==> config.mk <==
export PLATFORM = sky130hd
export DESIGN_NAME = bmhq_ctrl
export DESIGN_NICKNAME = d
export VERILOG_FILES = /design/src/hw/rtl/bmhq_pkg.sv /design/src/hw/rtl/bmhq_ctrl.sv
export SDC_FILE = /design/constraint.sdc
export NUM_CORES = 1
export LEC_CHECK = 0
export BUFFER_PORTS_ARGS = -buffer_cell sky130_fd_sc_hd__buf_2
export CORE_AREA = 2 2 43 45
export CTS_BUF_LIST = sky130_fd_sc_hd__clkbuf_8 sky130_fd_sc_hd__clkbuf_16
export CTS_CLUSTER_SIZE = 40
export DETAILED_ROUTE_END_ITERATION = 10
export DIE_AREA = 0 0 45 47
export GPL_ROUTABILITY_DRIVEN = 0
export GPL_TIMING_DRIVEN = 0
export PLACE_DENSITY_LB_ADDON = 0.3
export REMOVE_ABC_BUFFERS = 1
export SYNTH_ARGS = -nofsm -noshare
export SYNTH_HDL_FRONTEND = slang
export SYNTH_SLANG_ARGS = --single-unit
==> constraint.sdc <==
create_clock -name i_clk -period 1.9 [get_ports i_clk]
set_clock_uncertainty 0.1 [all_clocks]
set_input_delay 0.38 -clock i_clk [delete_from_list [all_inputs] [get_ports i_clk]]
set_output_delay 0.38 -clock i_clk [all_outputs]
set_load 0.005 [all_outputs]
==> src/hw/rtl/bmhq_pkg.sv <==
package bmhq_pkg;

    // Storage geometry
    localparam int DEPTH   = 1024;
    localparam int ADDR_W  = $clog2(DEPTH);
    localparam int CNT_W   = $clog2(DEPTH + 1);
    localparam int CHILD_W = ADDR_W + 2;   // holds 2*node+2

    // Item field widths
    localparam int VALUE_W = 32;
    localparam int POS_W   = 10;
    localparam int STAT_W  = 2;

    // Command codes
    localparam logic CMD_INSERT = 1'b0;
    localparam logic CMD_REMOVE = 1'b1;

    // Status codes
    localparam logic [STAT_W-1:0] ST_OK      = 2'd0;
    localparam logic [STAT_W-1:0] ST_FULL    = 2'd1;
    localparam logic [STAT_W-1:0] ST_NOT_OCC = 2'd2;

    // Read address select
    typedef enum logic [2:0] {
        RD_POS,
        RD_LAST,
        RD_PARENT,
        RD_LEFT,
        RD_RIGHT
    } t_rd_sel;

    // Write data select
    typedef enum logic [1:0] {
        WR_VAL,
        WR_RDATA,
        WR_CAND
    } t_wr_sel;

    // Controller -> datapath
    typedef struct packed {
        logic                load_item;
        logic                ins_setup;
        logic                load_node_pos;
        t_rd_sel             rd_sel;
        logic                wr_en;
        t_wr_sel             wr_sel;
        logic                node_to_parent;
        logic                node_to_cand;
        logic                cap_removed;
        logic                cap_last;
        logic                cap_left;
        logic                cap_right;
        logic                status_wr;
        logic [STAT_W-1:0]   status_code;
        logic                out_load;
    } t_dp_cmd;

    // Datapath -> controller
    typedef struct packed {
        logic is_remove;
        logic full;
        logic pos_bad;
        logic pos_is_last;
        logic node_zero;
        logic v_gt_rdata;
        logic left_out;
        logic right_out;
        logic rdata_gt_cand;
        logic cand_gt_v;
    } t_dp_stat;

endpackage

==> src/hw/rtl/bmhq_ctrl.sv <==
module bmhq_ctrl (
    input  logic                i_clk,
    input  logic                i_rst_n,
    input  logic                i_in_valid,
    output logic                o_in_ready,
    output logic                o_out_valid,
    input  logic                i_out_ready,
    output bmhq_pkg::t_dp_cmd   o_cmd,
    input  bmhq_pkg::t_dp_stat  i_stat
);

    typedef enum logic [3:0] {
        S_IDLE,
        S_DECIDE,
        S_RM_LAST,
        S_RM_GOT,
        S_RM_PAR,
        S_UP_CHK,
        S_UP_CMP,
        S_DN_CHK,
        S_DN_L,
        S_DN_R,
        S_DN_CMP,
        S_DONE
    } t_state;

    t_state r_state;
    t_state n_state;
    logic   r_out_valid;
    logic   n_out_valid;

    always_comb begin
        o_cmd       = '0;
        n_state     = r_state;
        n_out_valid = r_out_valid && !i_out_ready;
        case (r_state)
            S_IDLE: begin
                if (i_in_valid) begin
                    o_cmd.load_item = 1'b1;
                    n_state         = S_DECIDE;
                end
            end
            S_DECIDE: begin
                if (!i_stat.is_remove) begin
                    if (i_stat.full) begin
                        o_cmd.status_wr   = 1'b1;
                        o_cmd.status_code = bmhq_pkg::ST_FULL;
                        n_state           = S_DONE;
                    end else begin
                        o_cmd.ins_setup = 1'b1;
                        n_state         = S_UP_CHK;
                    end
                end else if (i_stat.pos_bad) begin
                    o_cmd.status_wr   = 1'b1;
                    o_cmd.status_code = bmhq_pkg::ST_NOT_OCC;
                    n_state           = S_DONE;
                end else begin
                    o_cmd.rd_sel        = bmhq_pkg::RD_POS;
                    o_cmd.load_node_pos = 1'b1;
                    n_state             = S_RM_LAST;
                end
            end
            S_RM_LAST: begin
                o_cmd.cap_removed = 1'b1;
                o_cmd.rd_sel      = bmhq_pkg::RD_LAST;
                n_state           = S_RM_GOT;
            end
            S_RM_GOT: begin
                // moved value lands in the value register, heap shrinks
                o_cmd.cap_last = 1'b1;
                o_cmd.rd_sel   = bmhq_pkg::RD_PARENT;
                if (i_stat.pos_is_last) begin
                    n_state = S_DONE;
                end else if (i_stat.node_zero) begin
                    n_state = S_DN_CHK;
                end else begin
                    n_state = S_RM_PAR;
                end
            end
            S_RM_PAR: begin
                if (i_stat.v_gt_rdata) begin
                    o_cmd.wr_en          = 1'b1;
                    o_cmd.wr_sel         = bmhq_pkg::WR_RDATA;
                    o_cmd.node_to_parent = 1'b1;
                    n_state              = S_UP_CHK;
                end else begin
                    n_state = S_DN_CHK;
                end
            end
            S_UP_CHK: begin
                if (i_stat.node_zero) begin
                    o_cmd.wr_en  = 1'b1;
                    o_cmd.wr_sel = bmhq_pkg::WR_VAL;
                    n_state      = S_DONE;
                end else begin
                    o_cmd.rd_sel = bmhq_pkg::RD_PARENT;
                    n_state      = S_UP_CMP;
                end
            end
            S_UP_CMP: begin
                o_cmd.wr_en = 1'b1;
                if (i_stat.v_gt_rdata) begin
                    o_cmd.wr_sel         = bmhq_pkg::WR_RDATA;
                    o_cmd.node_to_parent = 1'b1;
                    n_state              = S_UP_CHK;
                end else begin
                    o_cmd.wr_sel = bmhq_pkg::WR_VAL;
                    n_state      = S_DONE;
                end
            end
            S_DN_CHK: begin
                if (i_stat.left_out) begin
                    o_cmd.wr_en  = 1'b1;
                    o_cmd.wr_sel = bmhq_pkg::WR_VAL;
                    n_state      = S_DONE;
                end else begin
                    o_cmd.rd_sel = bmhq_pkg::RD_LEFT;
                    n_state      = S_DN_L;
                end
            end
            S_DN_L: begin
                o_cmd.cap_left = 1'b1;
                o_cmd.rd_sel   = bmhq_pkg::RD_RIGHT;
                n_state        = i_stat.right_out ? S_DN_CMP : S_DN_R;
            end
            S_DN_R: begin
                // right wins only when strictly greater
                o_cmd.cap_right = i_stat.rdata_gt_cand;
                n_state         = S_DN_CMP;
            end
            S_DN_CMP: begin
                o_cmd.wr_en = 1'b1;
                if (i_stat.cand_gt_v) begin
                    o_cmd.wr_sel       = bmhq_pkg::WR_CAND;
                    o_cmd.node_to_cand = 1'b1;
                    n_state            = S_DN_CHK;
                end else begin
                    o_cmd.wr_sel = bmhq_pkg::WR_VAL;
                    n_state      = S_DONE;
                end
            end
            S_DONE: begin
                if (!r_out_valid || i_out_ready) begin
                    o_cmd.out_load = 1'b1;
                    n_out_valid    = 1'b1;
                    n_state        = S_IDLE;
                end
            end
            default: begin
                n_state = S_IDLE;
            end
        endcase
    end

    always_ff @(posedge i_clk) begin
        if (!i_rst_n) begin
            r_state     <= S_IDLE;
            r_out_valid <= 1'b0;
        end else begin
            r_state     <= n_state;
            r_out_valid <= n_out_valid;
        end
    end

    assign o_in_ready  = (r_state == S_IDLE);
    assign o_out_valid = r_out_valid;

endmodule

==> Word-level counts from Yosys, hierarchy flattened <==
Index checks and enable logic that the tools add are counted.
{ "totals": {"ff_bits": 5, "in_bits": 14, "out_inout_bits": 21, "wordCells": 67} }
{ "classes": {"eq_ne": 13, "mux": 46, "n_reduce_logical": 6} }
{ "ops": {"columns": ["operator", "n"], "rows": [
  ["two-way mux 4 bit", 12],
  ["case mux 4 bit (12 select lines)", 1],
  ["two-way mux 3 bit", 6],
  ["case mux 3 bit (6 select lines)", 1],
  ["== test 4 x 3 -> 1 bit, second input constant", 4],
  ["== test 4 bit, second input constant", 4],
  ["two-way mux 1 bit", 16],
  ["two-way mux 2 bit", 8],
  ["case mux 3 bit (5 select lines)", 1],
  ["== test 4 x 2 -> 1 bit, second input constant", 2],
  ["== test 4 x 1 -> 1 bit, second input constant", 1],
  ["zero test 4 bit", 1],
  ["inequality test 2 bit, second input constant", 2],
  ["zero test 1 bit", 2],
  ["case mux 1 bit (2 select lines)", 1],
  ["AND reduction 2 bit", 1],
  ["logical AND 1 bit", 1],
  ["logical OR 1 bit", 1]
]} }

==> Logic depth before layout (Yosys ltp) <==
{ "depth": {"word_depth": 4, "mapped_depth": 6, "mapped_depth_nobuf": 5} }

==> Worst setup path after synthesis <==
Ideal clock, no wire load.
{ "synth_path": {"path_kind": "register -> output", "from": "reg r_state[0]", "to": "out o_cmd[12] (netlist name)", "arrival_time_ns": 1.038, "t_required_ns": 1.420, "slack_ns": 0.382, "stages_incl_launch_ff": 6, "n_path_buf": 1, "path_cell_list": "dfxtp_1 > buf_4 > nor2b_1 > a2bb2oi_1 > o21ai_1 > a41o_1"} }
{ "synth_rtl": {"columns": ["item", "line", "rtl"], "rows": [
  ["start, declared", "bmhq_ctrl.sv:27", "t_state r_state;"],
  ["start signal, assigned", "bmhq_ctrl.sv:160", "r_state <= n_state;"],
  ["end, declared", "bmhq_ctrl.sv:8", "output bmhq_pkg::t_dp_cmd o_cmd,"]
]} }

==> impl_results.md <==
- Vias in the first global route: 710
- Crit share post-route: a little over nine tenths
- P&R area growth vs syn: 41.6%
- # setup viols final: 0
- Register area share after synthesis: ~15%
- Slew @ Worst Pin: between 0.2 and 0.3 ns
- Run status: finished clean
- Drt total wl: about 2000 um
- Reg2Reg Depth: 6
- Critical Path RT: 1.42 ns
- Worst path cell trace: nor2b_2 -> a2bb2oi_2 -> o21ai_1 -> a41o_1 -> buf_2
- Setup Total Neg Slack: 0 ns
- Iteration-0 DRC Markers: 22
- DR pass1 iterations: 4
- Count of cell types in the netlist: 37
- CTS tree: done
- Die Span Y: around 47 um
- Fillers: about 160
- IO Pins: 35
- Critical Path Sink Type: output pin
- Pwr/cell area: roughly 1300 nW/um^2
- CP arrival: approximately 1.4 ns
- Async S/R FF share, synth: 0%
- Yosys top cell by area: dfxtp_1
- Top post-synthesis cells by area: dfxtp_1, nor2_1, nor3b_1
- TritonCTS buffer count: 3
- Total GRT Usage: 18.8%
- Initial antenna violation count: 0
- Clock buffer depth: 2
- Largest net degree at the start of global routing: 24
- Max Transition Viols Final: 0
- Post-Route Utilization: approximately 58%
- #FFs+latches synth: 5
- WS Path Type: reg -> out
- # DRC: 0
- Overflow after GRT: 0
- Crit. path cell count: 5
- Initial core utilization: about two fifths
- WL per Instance: about 13 um
- Slowest stage delay, CP: 0.37 ns
- Fin crit period: 1.83 ns
- Most frequent cells after synthesis: nor2_1, nand2_1, a21oi_1
- Clock latency on the worst-skew pair: about 0.22 ns
- Final Hold Fails: 0
- Leakage: between 0.4 and 0.5 nW
- Ys Warns: 0
- Core Region: around 1700 um^2
- Vias/cell: roughly 5.7
- Hold_buf cts: 0
- Max VDD drop: 0.000822 V
- Fmax: ~550 MHz
- Layout cells sized above 1: 42.6%
- Net count, final: 151
- Vias: roughly 870
- Global-route wire length before repair: approximately 3100 um
- CP delay by family, top: compound AO/OA/AOI/OAI gates
- Cells after DPL: 143
- Hold Crit Class: in -> reg
- Area share of the largest cell type after synthesis: 14.8%
- Max-cap violations: 0
- Worst Path Max Fanout: 4
- Post-route ant nets: 0
- Rel. slew slack: 80.6%
- Fin cells: approximately 150
- Die W: 45 um
- Most frequent cell after synthesis: nor2_1
- CP startpoint kind: flop
- Ant diodes: 0
- Row cnt: 15
- Die footprint: 2120 um^2
- Port buffer count: 34
- Avg Synthesized Cell Area: 6.81 um^2
- WHS Path Cells: 2
- Main synth FF type: dfxtp_1
- Clk sinks: 5
- Syn Inst Count: roughly 100
- Placed wire-length estimate: approximately 1400 um
- Clock Pin Slew Worst Setup and Hold Paths: 0.04 ns
- Number of synthesized flops with an enable pin: 0
- Root buffer cell: clkbuf_8
- H-tree depth: 1
- Critical path buffer and inverter count: 1
- Mapped cell area: a little under 700 um^2
- Slowest cell on the critical path: dfxtp_4
==> through the flow <==
step | instance area [um^2] | hold WS [ns] | setup WS (ns) | power (W)
floorplan | 632 | 0.393 | 0.145 | 0.000671
global placement | 823 | 0.409 | -0.182 | 0.000884
detailed placement | 823 | 0.418 | -0.174 | 0.000891
CTS | 928 | 0.332 | 0.0108 | 0.00119
global route | 955 | 0.345 | -0.00339 | 0.00135
finish | 955 | 0.339 | 0.0661 | 0.00124
==> cell usage in the layout, fill, tap and decap left out, types with 2 or more instances in the layout <==
cell type   n
buf_2      34
nor2_1     15
nand2_1     7
a21oi_1     6
nor3_1      5
nor3b_1     5
buf_4       5
nand2b_1    4
inv_1       4
dfxtp_4     4
o21ai_1     3
clkbuf_8    3
nor2_4      2
inv_2       2
nor2b_1     2
nand3_1     2
nand3b_1    2
and2_1      2
o21ai_0     2
o221ai_1    2
a31oi_1     2
o31ai_1     2
o31a_1      2
==> registers in the layout (all words and copies together) (netlist names) <==
name         count
o_out_valid      1
r_state          4
==> cells by family after synthesis <==
kind of cell           count (synthesis)  synth area share (%)
AO/OA/AOI/OAI                         29                  30.8
flip-flops                             5                  14.8
multiplexers                           1                  1.48
buffers and inverters                 12                  9.09
AND/OR/NAND/NOR                       52                  43.8
==> power by group <==
group	switching (W)	internal, W
combinational	0.000433	0.000371
sequential	0.0000941	0.000158
clock	0.0000496	0.000138
total	0.000577	0.000667
==> final cells by class <==
cell class                      count  area [um^2]  share of cell area [%]
Clock inverter                      1         3.75                   0.393
Timing Repair Buffer               40          215                    22.5
Sequential cell                     5          115                    12.1
Clock buffer                        3         41.3                    4.33
Tap cell                           17         21.3                    2.23
Inverter                            5         18.8                    1.97
Multi-Input combinational cell     82          539                    56.5
==> path summary, 6_finish.rpt <==
path,startpoint,to,slack [ns]
setup / recovery,r_state[0],o_cmd[12],0.07
hold / removal,i_rst_n,r_state[2],0.34
setup reg to reg,r_state[2],r_state[1],0.38
hold reg to reg,o_out_valid,o_out_valid,0.42
==> routing by layer <==
metal	vias to the layer above	routed length [um]	global-route usage, %
met5	-	0	0
met1	390	856	26.6
met4	0	0	5.29
met3	0	170	0.769
met2	35	973	31.1
li1	443	-	-
==> what timing repair did <==
item / 4_1_cts / 5_1_grt
gates resized for setup: 9 / 4
setup endpoints to repair: 20 / 4
buffers inserted: 5 / 1
Power figures use the tool's default switching activity.
